### src/sv/alfrng_pkg.sv
`timescale 1ns / 1ps
// Shared types, constants, microcode table and helpers of the lagged Fibonacci generator.
package alfrng_pkg;

    localparam int DEF_TABLE_DEPTH = 55;
    localparam int DEF_INDEX_GAP   = 31;
    localparam int DEF_WORD_BITS   = 30;

    localparam int SEED_BITS  = 30;
    localparam int RANGE_BITS = 16;
    localparam int VALUE_BITS = 31;
    localparam int OP_BITS    = 2;
    localparam int ADDR_BITS  = 3;
    localparam int DATA_BITS  = 32;

    localparam logic [SEED_BITS-1:0] SEED_RESET = SEED_BITS'(1);

    // Register number as seen in the word address bit of paddr.
    localparam logic REG_SEED = 1'b0;

    localparam int                   MAX_TRIES = 4096;
    localparam int                   TRY_BITS  = $clog2(MAX_TRIES);
    localparam logic [TRY_BITS-1:0]  TRY_LAST  = TRY_BITS'(MAX_TRIES - 1);

    // Reseed builds entries up to and including this one.
    localparam int                   FILL_BITS = 4;
    localparam logic [FILL_BITS-1:0] FILL_LAST = FILL_BITS'(9);

    localparam logic [OP_BITS-1:0] OP_RESEED = 2'd0;
    localparam logic [OP_BITS-1:0] OP_RAW    = 2'd1;
    localparam logic [OP_BITS-1:0] OP_RANGED = 2'd2;
    localparam logic [OP_BITS-1:0] OP_NONE   = 2'd3;

    typedef logic [3:0] step_t;

    localparam step_t S_FETCH   = 4'd0;
    localparam step_t S_RS_INIT = 4'd1;
    localparam step_t S_RS_FILL = 4'd2;
    localparam step_t S_RS_DONE = 4'd3;
    localparam step_t S_RAW_RD  = 4'd4;
    localparam step_t S_RAW_WR  = 4'd5;
    localparam step_t S_RNG_CHK = 4'd6;
    localparam step_t S_RNG_RD  = 4'd7;
    localparam step_t S_RNG_WR  = 4'd8;
    localparam step_t S_RNG_END = 4'd9;
    localparam step_t S_NOP     = 4'd10;

    typedef enum logic [1:0] {
        JMP_NEXT,
        JMP_GOTO,
        JMP_IF,
        JMP_DISPATCH
    } jmp_t;

    typedef enum logic [1:0] {
        CND_FILL_MORE,
        CND_SPAN_SMALL,
        CND_MISS_MORE
    } cond_t;

    typedef enum logic [2:0] {
        ACT_NONE,
        ACT_LATCH,
        ACT_RS_INIT,
        ACT_RS_FILL,
        ACT_RS_DONE,
        ACT_READ,
        ACT_DRAW,
        ACT_DRAW_RNG
    } act_t;

    typedef enum logic [1:0] {
        SEL_ZERO,
        SEL_SUM,
        SEL_RANGED
    } sel_t;

    typedef struct packed {
        logic  fetch;
        logic  emit;
        sel_t  sel;
        act_t  act;
        jmp_t  jmp;
        cond_t cond;
        step_t target;
    } ucw_t;

    typedef struct packed {
        logic fill_more;
        logic span_small;
        logic miss_more;
    } dp_stat_t;

    function automatic ucw_t ucw(logic fetch, logic emit, sel_t sel, act_t act,
                                 jmp_t jmp, cond_t cond, step_t target);
        ucw_t w;
        w.fetch  = fetch;
        w.emit   = emit;
        w.sel    = sel;
        w.act    = act;
        w.jmp    = jmp;
        w.cond   = cond;
        w.target = target;
        return w;
    endfunction

    // The control program.
    function automatic ucw_t ucode_rom(step_t s);
        ucw_t w;
        unique case (s)
            S_FETCH:   w = ucw(1'b1, 1'b0, SEL_ZERO, ACT_LATCH, JMP_DISPATCH,
                               CND_FILL_MORE, S_FETCH);
            S_RS_INIT: w = ucw(1'b0, 1'b0, SEL_ZERO, ACT_RS_INIT, JMP_NEXT,
                               CND_FILL_MORE, S_FETCH);
            S_RS_FILL: w = ucw(1'b0, 1'b0, SEL_ZERO, ACT_RS_FILL, JMP_IF,
                               CND_FILL_MORE, S_RS_FILL);
            S_RS_DONE: w = ucw(1'b0, 1'b1, SEL_ZERO, ACT_RS_DONE, JMP_GOTO,
                               CND_FILL_MORE, S_FETCH);
            S_RAW_RD:  w = ucw(1'b0, 1'b0, SEL_ZERO, ACT_READ, JMP_NEXT,
                               CND_FILL_MORE, S_FETCH);
            S_RAW_WR:  w = ucw(1'b0, 1'b1, SEL_SUM, ACT_DRAW, JMP_GOTO,
                               CND_FILL_MORE, S_FETCH);
            S_RNG_CHK: w = ucw(1'b0, 1'b0, SEL_ZERO, ACT_NONE, JMP_IF,
                               CND_SPAN_SMALL, S_RNG_END);
            S_RNG_RD:  w = ucw(1'b0, 1'b0, SEL_ZERO, ACT_READ, JMP_NEXT,
                               CND_FILL_MORE, S_FETCH);
            S_RNG_WR:  w = ucw(1'b0, 1'b0, SEL_ZERO, ACT_DRAW_RNG, JMP_IF,
                               CND_MISS_MORE, S_RNG_RD);
            S_RNG_END: w = ucw(1'b0, 1'b1, SEL_RANGED, ACT_NONE, JMP_GOTO,
                               CND_FILL_MORE, S_FETCH);
            S_NOP:     w = ucw(1'b0, 1'b1, SEL_ZERO, ACT_NONE, JMP_GOTO,
                               CND_FILL_MORE, S_FETCH);
            default:   w = ucw(1'b0, 1'b0, SEL_ZERO, ACT_NONE, JMP_GOTO,
                               CND_FILL_MORE, S_FETCH);
        endcase
        return w;
    endfunction

    // Sets every bit below the highest set bit: the mask of the next power of two.
    function automatic logic [RANGE_BITS-1:0] smear16(logic [RANGE_BITS-1:0] d);
        logic [RANGE_BITS-1:0] m;
        m = d;
        m = m | (m >> 1);
        m = m | (m >> 2);
        m = m | (m >> 4);
        m = m | (m >> 8);
        return m;
    endfunction

endpackage

### src/sv/alfrng_seq.sv
`timescale 1ns / 1ps
// Microcode sequencer: step counter, control table lookup and branch logic.
module alfrng_seq
    import alfrng_pkg::*;
(
    input  logic               clk,
    input  logic               rst_n,
    input  logic               in_valid,
    input  logic [OP_BITS-1:0] op,
    input  logic               out_blocked,
    input  dp_stat_t           stat,
    output ucw_t               cw,
    output logic               go,
    output logic               in_stall
);

    step_t step_reg;
    step_t step_next;
    logic  cond_true;

    assign cw       = ucode_rom(step_reg);
    assign in_stall = !cw.fetch;

    // A step that emits waits while the output register still holds an untaken beat.
    assign go = cw.fetch ? in_valid : !(cw.emit && out_blocked);

    always_comb
    begin
        unique case (cw.cond)
            CND_FILL_MORE:  cond_true = stat.fill_more;
            CND_SPAN_SMALL: cond_true = stat.span_small;
            CND_MISS_MORE:  cond_true = stat.miss_more;
            default:        cond_true = 1'b0;
        endcase
    end

    always_comb
    begin
        step_next = step_reg;
        if (go)
        begin
            unique case (cw.jmp)
                JMP_NEXT: step_next = step_reg + 4'd1;
                JMP_GOTO: step_next = cw.target;
                JMP_IF:   step_next = cond_true ? cw.target : step_reg + 4'd1;
                JMP_DISPATCH:
                begin
                    unique case (op)
                        OP_RESEED: step_next = S_RS_INIT;
                        OP_RAW:    step_next = S_RAW_RD;
                        OP_RANGED: step_next = S_RNG_CHK;
                        OP_NONE:   step_next = S_NOP;
                    endcase
                end
            endcase
        end
    end

    always_ff @(posedge clk or negedge rst_n)
    begin
        if (!rst_n)
        begin
            step_reg <= S_FETCH;
        end
        else
        begin
            step_reg <= step_next;
        end
    end

endmodule

### src/sv/alfrng_dp.sv
`timescale 1ns / 1ps
// Datapath: lag table memory, indices, adder, reseed builder and range logic.
module alfrng_dp
    import alfrng_pkg::*;
#(
    parameter int TABLE_DEPTH = DEF_TABLE_DEPTH,
    parameter int INDEX_GAP   = DEF_INDEX_GAP,
    parameter int WORD_BITS   = DEF_WORD_BITS
)
(
    input  logic                         clk,
    input  logic                         rst_n,
    input  logic                         go,
    input  ucw_t                         cw,
    input  logic [SEED_BITS-1:0]         seed,
    input  logic signed [RANGE_BITS-1:0] range_low,
    input  logic signed [RANGE_BITS-1:0] range_high,
    output dp_stat_t                     stat,
    output logic [VALUE_BITS-1:0]        result
);

    localparam int                IDX_W    = $clog2(TABLE_DEPTH);
    localparam logic [IDX_W-1:0]  LAST_IDX = IDX_W'(TABLE_DEPTH - 1);
    localparam logic [IDX_W-1:0]  GAP_IDX  = IDX_W'(INDEX_GAP % TABLE_DEPTH);

    logic [WORD_BITS-1:0] lag_mem [TABLE_DEPTH];
    logic [TABLE_DEPTH-1:0] vld_reg;
    logic [TABLE_DEPTH-1:0] vld_next;

    logic [WORD_BITS-1:0] rd_a_reg;
    logic [WORD_BITS-1:0] rd_b_reg;
    logic                 rd_a_vld_reg;
    logic                 rd_b_vld_reg;

    logic [IDX_W-1:0]     wi_reg;
    logic [IDX_W-1:0]     pi_reg;

    logic [WORD_BITS-1:0] fa_reg;
    logic [WORD_BITS-1:0] fb_reg;
    logic [FILL_BITS-1:0] fill_reg;

    logic signed [RANGE_BITS-1:0] lo_reg;
    logic [RANGE_BITS-1:0]        diff_reg;
    logic [RANGE_BITS-1:0]        mask_reg;
    logic                         small_reg;
    logic [TRY_BITS-1:0]          tries_reg;
    logic                         hit_reg;
    logic [RANGE_BITS-1:0]        num_reg;

    logic                 act_go_read;
    logic                 we;
    logic [IDX_W-1:0]     waddr;
    logic [WORD_BITS-1:0] wdata;

    logic [WORD_BITS-1:0] op_a;
    logic [WORD_BITS-1:0] op_b;
    logic [WORD_BITS-1:0] sum;
    logic [63:0]          sum64;
    logic [63:0]          seed64;
    logic [WORD_BITS-1:0] seed_w;
    logic [7:0]           fill_ext;
    logic [IDX_W-1:0]     fill_addr;
    logic                 fill_in_range;
    logic [RANGE_BITS-1:0] num;
    logic                 hit;
    logic signed [RANGE_BITS:0] diff;
    logic signed [RANGE_BITS:0] rng_val;
    logic                 is_draw;

    assign op_a   = rd_a_vld_reg ? rd_a_reg : '0;
    assign op_b   = rd_b_vld_reg ? rd_b_reg : '0;
    assign sum    = op_a + op_b;
    assign sum64  = 64'(sum);
    assign seed64 = 64'(seed);
    assign seed_w = seed64[WORD_BITS-1:0];

    assign fill_ext      = {4'b0, fill_reg};
    assign fill_addr     = fill_ext[IDX_W-1:0];
    assign fill_in_range = ({24'b0, fill_ext} < 32'(TABLE_DEPTH));

    assign num = sum64[RANGE_BITS-1:0] & mask_reg;
    assign hit = (num <= diff_reg);

    assign diff = {range_high[RANGE_BITS-1], range_high}
                - {range_low[RANGE_BITS-1], range_low};

    assign is_draw     = (cw.act == ACT_DRAW) || (cw.act == ACT_DRAW_RNG);
    assign act_go_read = go && (cw.act == ACT_READ);

    assign stat.fill_more  = (fill_reg != FILL_LAST);
    assign stat.span_small = small_reg;
    assign stat.miss_more  = !hit && (tries_reg != TRY_LAST);

    always_comb
    begin
        we    = 1'b0;
        waddr = '0;
        wdata = sum;
        if (go)
        begin
            unique case (cw.act)
                ACT_RS_INIT:
                begin
                    we    = 1'b1;
                    waddr = '0;
                    wdata = seed_w;
                end
                ACT_RS_FILL:
                begin
                    we    = fill_in_range;
                    waddr = fill_addr;
                    wdata = fb_reg;
                end
                ACT_DRAW, ACT_DRAW_RNG:
                begin
                    we    = 1'b1;
                    waddr = wi_reg;
                    wdata = sum;
                end
                default:
                begin
                    we = 1'b0;
                end
            endcase
        end
    end

    // Reseed drops every entry, then the writes of entries up to nine make them valid again.
    always_comb
    begin
        vld_next = vld_reg;
        if (go && (cw.act == ACT_RS_INIT))
        begin
            vld_next = '0;
        end
        if (we)
        begin
            vld_next[waddr] = 1'b1;
        end
    end

    always_ff @(posedge clk)
    begin
        if (we)
        begin
            lag_mem[waddr] <= wdata;
        end
        if (act_go_read)
        begin
            rd_a_reg <= lag_mem[wi_reg];
            rd_b_reg <= lag_mem[pi_reg];
        end
    end

    always_ff @(posedge clk)
    begin
        if (act_go_read)
        begin
            rd_a_vld_reg <= vld_reg[wi_reg];
            rd_b_vld_reg <= vld_reg[pi_reg];
        end
    end

    always_ff @(posedge clk or negedge rst_n)
    begin
        if (!rst_n)
        begin
            vld_reg   <= '0;
            wi_reg    <= '0;
            pi_reg    <= '0;
            fill_reg  <= '0;
            tries_reg <= '0;
            hit_reg   <= 1'b0;
        end
        else
        begin
            vld_reg <= vld_next;
            if (go)
            begin
                if (cw.act == ACT_RS_DONE)
                begin
                    wi_reg <= '0;
                    pi_reg <= GAP_IDX;
                end
                else if (is_draw)
                begin
                    wi_reg <= (wi_reg == LAST_IDX) ? '0 : wi_reg + IDX_W'(1);
                    pi_reg <= (pi_reg == LAST_IDX) ? '0 : pi_reg + IDX_W'(1);
                end

                if (cw.act == ACT_RS_INIT)
                begin
                    fill_reg <= FILL_BITS'(1);
                end
                else if (cw.act == ACT_RS_FILL)
                begin
                    fill_reg <= fill_reg + FILL_BITS'(1);
                end

                if (cw.act == ACT_LATCH)
                begin
                    tries_reg <= '0;
                    hit_reg   <= 1'b0;
                end
                else if (cw.act == ACT_DRAW_RNG)
                begin
                    tries_reg <= tries_reg + TRY_BITS'(1);
                    hit_reg   <= hit;
                end
            end
        end
    end

    always_ff @(posedge clk)
    begin
        if (go)
        begin
            if (cw.act == ACT_RS_INIT)
            begin
                fa_reg <= seed_w;
                fb_reg <= WORD_BITS'(1);
            end
            else if (cw.act == ACT_RS_FILL)
            begin
                fa_reg <= fb_reg;
                fb_reg <= fa_reg + fb_reg;
            end

            if (cw.act == ACT_LATCH)
            begin
                lo_reg    <= range_low;
                diff_reg  <= diff[RANGE_BITS-1:0];
                mask_reg  <= smear16(diff[RANGE_BITS-1:0]);
                small_reg <= diff[RANGE_BITS] || (diff == '0);
            end
            else if (cw.act == ACT_DRAW_RNG)
            begin
                num_reg <= num;
            end
        end
    end

    assign rng_val = {lo_reg[RANGE_BITS-1], lo_reg}
                   + {1'b0, (hit_reg ? num_reg : '0)};

    always_comb
    begin
        unique case (cw.sel)
            SEL_ZERO:   result = '0;
            SEL_SUM:    result = sum64[VALUE_BITS-1:0];
            SEL_RANGED: result = {{(VALUE_BITS-RANGE_BITS-1){rng_val[RANGE_BITS]}}, rng_val};
            default:    result = '0;
        endcase
    end

endmodule

### src/sv/additive_lagged_fibonacci_rng.sv
`timescale 1ns / 1ps
// Top level of the additive lagged Fibonacci generator.
//
//   Channel   Signals                              Direction
//   -------   ----------------------------------   ---------
//   input     in_valid, in_stall, op, range_*      beat in
//   output    out_valid, out_stall, value          beat out
//   config    psel, penable, pwrite, paddr, ...    APB write/read of seed_reg
//
// A raw draw steps through fetch, table read, and add with write back; the sum is then registered as the result.
// A ranged draw repeats table read and add for each try (at most 4096 tries); a span of one
// or less skips the tries.
// Reset invalidates the table, clears both indices and sets the seed to 1; no clearing pass is needed.
// A result waiting on out_stall holds only the step that would emit the next one.
module additive_lagged_fibonacci_rng
    import alfrng_pkg::*;
#(
    parameter int TABLE_DEPTH = DEF_TABLE_DEPTH,
    parameter int INDEX_GAP   = DEF_INDEX_GAP,
    parameter int WORD_BITS   = DEF_WORD_BITS
)
(
    input  logic                         clk,
    input  logic                         rst_n,

    input  logic                         in_valid,
    output logic                         in_stall,
    input  logic [OP_BITS-1:0]           op,
    input  logic signed [RANGE_BITS-1:0] range_low,
    input  logic signed [RANGE_BITS-1:0] range_high,

    output logic                         out_valid,
    input  logic                         out_stall,
    output logic signed [VALUE_BITS-1:0] value,

    input  logic                         psel,
    input  logic                         penable,
    input  logic                         pwrite,
    input  logic [ADDR_BITS-1:0]         paddr,
    input  logic [DATA_BITS-1:0]         pwdata,
    output logic [DATA_BITS-1:0]         prdata,
    output logic                         pready
);

    logic [SEED_BITS-1:0]  seed_reg;
    logic                  out_valid_reg;
    logic                  out_valid_next;
    logic [VALUE_BITS-1:0] value_reg;

    ucw_t                  cw;
    logic                  go;
    dp_stat_t              stat;
    logic [VALUE_BITS-1:0] result;
    logic                  out_blocked;
    logic                  emit_fire;
    logic                  cfg_write;

    assign pready    = 1'b1;
    assign cfg_write = psel && penable && pwrite && pready;
    assign prdata    = (paddr[2] == REG_SEED) ? DATA_BITS'(seed_reg) : '0;

    always_ff @(posedge clk or negedge rst_n)
    begin
        if (!rst_n)
        begin
            seed_reg <= SEED_RESET;
        end
        else if (cfg_write && (paddr[2] == REG_SEED))
        begin
            seed_reg <= pwdata[SEED_BITS-1:0];
        end
    end

    assign out_blocked = out_valid_reg && out_stall;
    assign emit_fire   = go && cw.emit;

    always_comb
    begin
        if (emit_fire)
        begin
            out_valid_next = 1'b1;
        end
        else
        begin
            out_valid_next = out_blocked;
        end
    end

    always_ff @(posedge clk or negedge rst_n)
    begin
        if (!rst_n)
        begin
            out_valid_reg <= 1'b0;
        end
        else
        begin
            out_valid_reg <= out_valid_next;
        end
    end

    always_ff @(posedge clk)
    begin
        if (emit_fire)
        begin
            value_reg <= result;
        end
    end

    assign out_valid = out_valid_reg;
    assign value     = value_reg;

    alfrng_seq u_seq (
        .clk         (clk),
        .rst_n       (rst_n),
        .in_valid    (in_valid),
        .op          (op),
        .out_blocked (out_blocked),
        .stat        (stat),
        .cw          (cw),
        .go          (go),
        .in_stall    (in_stall)
    );

    alfrng_dp #(
        .TABLE_DEPTH (TABLE_DEPTH),
        .INDEX_GAP   (INDEX_GAP),
        .WORD_BITS   (WORD_BITS)
    ) u_dp (
        .clk        (clk),
        .rst_n      (rst_n),
        .go         (go),
        .cw         (cw),
        .seed       (seed_reg),
        .range_low  (range_low),
        .range_high (range_high),
        .stat       (stat),
        .result     (result)
    );

endmodule

### config.mk
export PLATFORM = sky130hd
export DESIGN_NAME = additive_lagged_fibonacci_rng
export DESIGN_NICKNAME = d
export VERILOG_FILES = /design/src/sv/alfrng_pkg.sv /design/src/sv/alfrng_seq.sv /design/src/sv/alfrng_dp.sv /design/src/sv/additive_lagged_fibonacci_rng.sv
export SDC_FILE = /design/constraint.sdc
export NUM_CORES = 2
export LEC_CHECK = 0
export BUFFER_PORTS_ARGS = -buffer_cell sky130_fd_sc_hd__buf_2
export CAP_MARGIN = 20
export CORE_ASPECT_RATIO = 0.75
export CORE_MARGIN = 5
export CORE_UTILIZATION = 57
export DETAILED_ROUTE_END_ITERATION = 6
export HOLD_SLACK_MARGIN = 0.08
export PLACE_DENSITY = 0.79
export SLEW_MARGIN = 40
export SYNTH_ARGS = -nofsm -noshare
export SYNTH_HDL_FRONTEND = slang
export SYNTH_SLANG_ARGS = --single-unit
### constraint.sdc
create_clock -name clk -period 7.7 [get_ports clk]
set_input_delay 1.54 -clock clk [delete_from_list [all_inputs] [get_ports clk]]
set_output_delay 1.54 -clock clk [all_outputs]
set_load 0.02 [all_outputs]
Word-level counts from Yosys, hierarchy flattened
Memory sizes are Yosys's and may differ from the RTL's. A register that Yosys moved wholly into a read port is not among the register bits. Index checks and enable logic that the tools add are counted.

Register bits: 277. Bits in writable memories: 1650. Bits in read-only memories: 240. Input port bits: 76. Output and inout port bits: 66. Word-level logic and storage cells: 136. Memories kept: 2.

Memories: u_dp.lag_mem (depth 55, width 30, read ports 2, clocked after memory_dff 2, wr ports 1, line alfrng_dp.sv:26) `logic [WORD_BITS-1:0] lag_mem [TABLE_DEPTH];`; (no name shown) (depth 16, width 15, read ports 1, clocked after memory_dff 0, wr ports 0, line alfrng_pkg.sv:110) `unique case (s)`.

$add $sub $neg: 9. Magnitude comparators: 6. Equality and inequality tests: 21. Multiplexer cells: 42. Bitwise gates (word level): 8. Reductions and logical operators: 29.

Operators by type and width (count): 30-bit two-way mux (7); 55-bit two-way mux (2); 31-bit one-hot mux with 2 select lines (1); 30-bit adder (2); 30-bit one-hot mux with 2 select lines (1); 55-bit OR (1); 6-bit two-way mux (7); 4-bit one-hot mux with 4 select lines (2); 12-bit two-way mux (2); 6-bit by 7-bit < comparator with 1-bit output, second input constant (3); 17-bit by 16-bit adder with 17-bit output (1); 17-bit logical NOT (1); 16-bit by 16-bit subtractor with 17-bit output (1); 16-bit AND (1); 16-bit less-or-equal comparator (1); 16-bit two-way mux (1); 16-bit by 12-bit OR with 16-bit output (1); 16-bit by 14-bit OR with 16-bit output (1); 16-bit by 15-bit OR with 16-bit output (1); 16-bit by 8-bit OR with 16-bit output (1); 12-bit by 1-bit adder with 12-bit output, second input constant (1); 6-bit by 1-bit adder with 6-bit output, second input constant (2); 1-bit binary-select mux with 6-bit select (2); 2-bit == test, second input constant (6); other kinds (26) (66).

Depth between registers and ports, before layout
Word-level depth: 11. Gate-level depth with buffers: 23.

Modules after synthesis
From an unflattened synthesis, not the netlist that was laid out.

Cells, all modules: 5168. Area total of the unflattened synthesis: 95970.8 um^2.

Modules (own cells, without submodules): alfrng_dp (times used 1, cells each 4934, area an instance 92738.9 um^2, seq. area each 57234.9 um^2); additive_lagged_fibonacci_rng (times used 1, cells each 137, area an instance 2463.6 um^2, seq. area each 1707.9 um^2); alfrng_seq (times used 1, cells each 97, area an instance 768.2 um^2, seq. area each 100.1 um^2).

Worst setup path before layout
OpenSTA, ideal clock, no wires.

Path type: input port to flip-flop. Start point: in in_valid. End point: reg u_dp.rd_a_reg[0], read port of u_dp.lag_mem, enable pin. Arrival time: 7.802 ns. Path slack: -0.737 ns. Stages: 3. Path buffers: 0. Cells stage by stage: nand2b_1 > o31ai_1 > nor4_1.

Word-level cells in the longest chain between the ends: 2.

Ends and longest elaborated chain: start, declared (line additive_lagged_fibonacci_rng.sv:26) `input logic in_valid,`; 1-bit two-way mux (line alfrng_seq.sv:25) `assign go = cw.fetch ? in_valid : !(cw.emit && out_blocked);`; 1-bit logical AND (line alfrng_dp.sv:88) `assign act_go_read = go && (cw.act == ACT_READ);`; net u_dp.act_go_read (line alfrng_dp.sv:50) `logic act_go_read;`; end, declared (line alfrng_dp.sv:30) `logic [WORD_BITS-1:0] rd_a_reg;`.

The timed path passes the listed nets, and every way through them passes these cells. A chain may end at the register's enable or synchronous reset.

Worst setup path in the final report
Start point: reg u_dp.rd_b_vld_reg. End point: reg u_seq.step_reg[1].

Word-level cells in the longest chain between the ends: 9.

Ends and longest elaborated chain: start, declared (line alfrng_dp.sv:33) `logic rd_b_vld_reg;`; start signal, assigned (line alfrng_dp.sv:160) `rd_b_vld_reg <= vld_reg[pi_reg];`; 30-bit two-way mux (line alfrng_dp.sv:71) `assign op_b = rd_b_vld_reg ? rd_b_reg : '0;`; 30-bit adder (line alfrng_dp.sv:72) `assign sum = op_a + op_b;`; 16-bit AND (line alfrng_dp.sv:81) `assign num = sum64[RANGE_BITS-1:0] & mask_reg;`; net u_dp.num[14] (line alfrng_dp.sv:64) `logic [RANGE_BITS-1:0] num;`; 16-bit less-or-equal comparator (line alfrng_dp.sv:82) `assign hit = (num <= diff_reg);`; 1-bit logical NOT (line alfrng_dp.sv:92) `assign stat.miss_more = !hit && (tries_reg != TRY_LAST);`; 1-bit logical AND (line alfrng_dp.sv:92); 1-bit one-hot mux with 3 select lines (line alfrng_seq.sv:29) `unique case (cw.cond)`; 4-bit two-way mux (line alfrng_seq.sv:45) `JMP_IF: step_next = cond_true ? cw.target : step_reg + 4'd1;`; 4-bit one-hot mux with 4 select lines (line alfrng_seq.sv:42) `unique case (cw.jmp)`; end signal, assigned (line alfrng_seq.sv:67) `step_reg <= step_next;`; end, declared (line alfrng_seq.sv:17) `step_t step_reg;`.

The timed path passes the listed nets, and every way through them passes these cells.

==> flow_metrics.py <==
metrics = {
    "clock_tree": {
        "cts_setup_buffers": 0,
        "cts-root-buf": "clkbuf_16",
        "insertion_delay_ns": 0.88,
        "cts.sinks": 1986,
        "clock_path_buffers": 3,
        "ctsHoldBuffers": 0,
        "htreeDepth": 4,
        "post_cts_resized": 0,
        "cts_buffers": 180,
        "clk_pin_slew_ns": 0.07,
        "cts_tree": "done",
    },
    "power_and_ir_drop": {
        "p_leak_nw": 35.44,
        "p_comb_share_pct": 44.1,
        "p_sw_mw": 19.36,
        "internal_power_mw": 31.40,
        "p_per_area_nw_per_um2": 476.7,
        "sw_frac_of_total_pct": 38.14,
        "power_frac_seq_pct": 37.9,
        "clockPowerShare_pct": 18.0,
        "irDropWorstVdd_uv": 599.7,
    },
    "drt": {
        "routedWlPerCell_um": 37.33,
        "viasPerCell": 7.500,
        "drc": 0,
        "finalWirelength_mm": 288.2,
        "vias": 57908,
        "firstDrtPassIters": 7,
        "drtIter0Drc": 10132,
        "ant_nets": 0,
    },
    "finish": {
        "final_core_util_pct": 64.35,
        "final_cells": 7721,
        "syn_to_final_growth_pct": 11.92,
        "nNetsFinal": 5537,
        "largest_reg_flops": 1650,
        "drive_above_1_share_pct": 33.07,
    },
    "timing": {
        "hold_viol": 0,
        "clock.fmax_mhz": 165.4,
        "max_slew_margin_pct": 33.84,
        "tightest_slew_ns": 0.9821,
        "post-route-period-util_pct": 78.50,
        "fin_tns_setup_ns": 0,
        "period_minus_slack_ns": 6.045,
        "setup_viol": 0,
        "rsz0062_at_grt": "no",
        "timing_max_transition_violations_final": 0,
        "fin_worst_skew_ns": 0.04375,
    },
    "job": {
        "drv_cap": 0,
    },
    "worst_hold_path": {
        "hold_path.class": "flop to flop",
    },
    "die": {
        "core_area_um2": 165400,
        "rows": 129,
        "die_w_um": 481.7,
        "die_h_um": 363.8,
        "die_area_um2": 175200,
        "start_util_pct": 57.50,
        "pin_count": 142,
    },
    "critical_path": {
        "crit_required_ns": 8.45,
        "rrSetupSlack_ns": 1.66,
        "critPathMaxStageDelay_ns": 0.71,
        "path_class": "flop to flop",
        "worstPathArrival_ns": 6.79,
        "start_kind": "flop",
        "worstPathCellList": "and2_1 > ha_1 > inv_1 > fa_1 > nand2b_1 > a21oi_1 > o22ai_1 > a311oi_1 > xnor2_1 > nor2b_1 > ha_1 > a2111oi_0 > nand2_1 > a21oi_1 > a2111o_1 > o41ai_1 > nand2_1 > mux2_2 > a31o_2",
        "crit_fanout": 14,
        "slowest_stage": "edfxtp_1",
        "worstSetupEndpointType": "flop",
    },
    "synth": {
        "synthTopCellsByArea": "edfxtp_1 59%, mux4_2 24%, dfrtp_1 3.1%",
        "synthDistinctLibCells": 81,
        "yosysSeqAreaShare_pct": 62.07,
        "synth_seq_cells": 1986,
        "syn-cell-area_um2": 95130,
        "synth_edf_count": 1867,
        "synthArstFlopShare_pct": 5.992,
        "ys_warn_count": 0,
        "synth_flop_cell": "edfxtp_1",
        "syn_area_per_cell_um2": 18.47,
        "yosys.area.top_type": "edfxtp_1",
        "syn_inst": 5149,
        "synth_top_area_share_pct": 58.94,
    },
    "grt": {
        "grt_pass1_vias": 56989,
        "grt_max_degree": 126,
        "gr-total-overflow": 0,
        "gr-usage-all-layers_pct": 32.85,
        "antenna_found_initial": 9,
        "grt_first_pass_wirelength_mm": 410.2,
    },
    "place": {
        "hpwl_mm": 170.9,
        "placedCellCount": 7376,
        "globalplace.congestion": 0.9027,
        "port_buffers": 134,
    },
    "outcome": {
        "status": "completed",
    },
}
## cell usage in the layout (no fill, tap or decap), types with 17 or more instances in the layout
| cell type | synthesis | routed |
|---|---|---|
| dfrtp_1 | 118 | 105 |
| nor2_4 | 0 | 55 |
| mux4_2 | 1021 | 1021 |
| nor2_1 | 163 | 105 |
| a21o_1 | 76 | 76 |
| buf_4 | 3 | 148 |
| edfxtp_1 | 1867 | 1867 |
| a21oi_1 | 83 | 82 |
| o21ai_4 | 0 | 22 |
| or3_1 | 21 | 19 |
| inv_1 | 86 | 85 |
| o211ai_1 | 39 | 39 |
| bufinv_16 | 0 | 18 |
| nand2_1 | 279 | 279 |
| nor2b_1 | 50 | 50 |
| nand3_1 | 27 | 27 |
| xnor2_1 | 42 | 41 |
| nand2b_1 | 23 | 23 |
| a22oi_1 | 31 | 31 |
| mux2_2 | 64 | 64 |
| o21ai_0 | 200 | 168 |
| clkbuf_1 | 231 | 43 |
| buf_2 | 8 | 134 |
| nor3_1 | 27 | 27 |
| mux2i_1 | 123 | 123 |
| and2_1 | 87 | 86 |
| clkbuf_16 | 0 | 183 |
| clkinv_2 | 0 | 24 |
| buf_12 | 0 | 26 |
| ha_1 | 120 | 120 |
| buf_16 | 0 | 23 |
| clkinv_1 | 0 | 45 |
| xor2_1 | 39 | 39 |
| o21a_1 | 17 | 17 |
## cell usage after synthesis (4+ instances only)
library cell and number:
o21bai_1 13, nor3_1 27, mux2_2 64, o21ai_0 200, o211ai_1 39, nand2b_1 23
nand4_1 14, o21a_1 17, a21oi_1 83, mux4_2 1021, dfrtp_1 118, and2_1 87
buf_2 8, nand2_1 279, nand3b_1 6, o31ai_1 13, buf_1 103, xor2_1 39
and3_1 8, nor2b_1 50, o31a_1 4, nand3_1 27, clkbuf_1 231, a22oi_1 31
edfxtp_1 1867, inv_1 86, a31oi_1 12, or3_1 21, a211oi_1 16, nor3b_1 5
fa_1 4, ha_1 120, xnor2_1 42, a31o_2 4, nor2_1 163, or2_2 8
o22ai_1 16, mux2i_1 123, a41oi_1 4, nor4_1 5, a21o_1 76
## power by group through the flow
stage          sequential, mW  clock [mW]  combinational [mW]
6_report                 19.2        9.13                22.4
3_3_place_gp             19.4           0                20.7
4_1_cts                  19.2        9.15                21.9
3_5_place_dp             19.4           0                21.7
2_1_floorplan            19.6           0                13.7
5_1_grt                  19.3        9.65                23.5
## path summary, 6_finish.rpt
path	end	start	depth (start not counted)
min in group asynchronous	seed_reg[25]	rst_n	1
worst max-delay path	u_seq.step_reg[1]	u_dp.rd_b_vld_reg	19
worst min register to register	u_dp.vld_reg[22]	u_dp.vld_reg[22]	1
worst min-delay path	u_dp.vld_reg[22]	u_dp.vld_reg[22]	1
worst max register to register	u_seq.step_reg[1]	u_dp.rd_b_vld_reg	19
max in group asynchronous	u_dp.pi_reg[1]	rst_n	2
## per-stage QoR
step / setup slack [ns] / hold slack [ns] / power [mW] / area [um^2]
5_1_grt: 1.468 / 0.5174 / 52.45 / 106500
3_5_place_dp: 1.899 / 0.4789 / 41.11 / 100500
4_1_cts: 1.877 / 0.4927 / 50.26 / 106300
6_report: 1.655 / 0.4924 / 50.76 / 106500
3_3_place_gp: 1.933 / 0.4702 / 40.14 / 99610
2_1_floorplan: 0.6101 / 0.4612 / 33.31 / 95140
## worst max-delay path, delay by kind of cell (launching register included)
| kind | cells | cell delay [ns] |
|---|---|---|
| adders and majority gates | 3 | 0.83 |
| and+or+nand+nor | 5 | 0.90 |
| muxes | 1 | 0.30 |
| buffers and inverters | 1 | 0.07 |
| xor gates and xnor gates | 1 | 0.38 |
| AOI/OAI and AO/OA | 8 | 2.76 |
| DFF | 1 | 0.71 |
## cell type report
cell class                      instances  area (um^2)
Timing Repair Buffer                  350         3197
Inverter                               86        325.3
Fill cell                           10563        58970
Antenna cell                            6        15.01
Sequential cell                      1986        59090
Clock inverter                        106         1096
Clock buffer                          227         4743
Tap cell                             2227         2786
Multi-Input combinational cell       2733        35220
## logic make-up (layout without fill, tap and decap cells)
logic type	count (synthesis)	count (layout)	share of synthesized area [%]
AOI/OAI and AO/OA	578	578	3.881
xor gates and xnor gates	81	81	0.7458
adders and majority gates	124	124	1.663
buffers and inverters	431	769	1.723
DFF	1986	1986	62.07
muxes	1208	1208	26.22
other	2	9	0.007895
and+or+nand+nor	739	739	3.687
## layer usage
metal,GRT usage [%],wire [um]
met5,0,27
met4,14.33,14420
met3,11.80,46150
met2,47.12,127400
met1,46.13,100200
No activity file was read; power rests on OpenSTA's default activity.
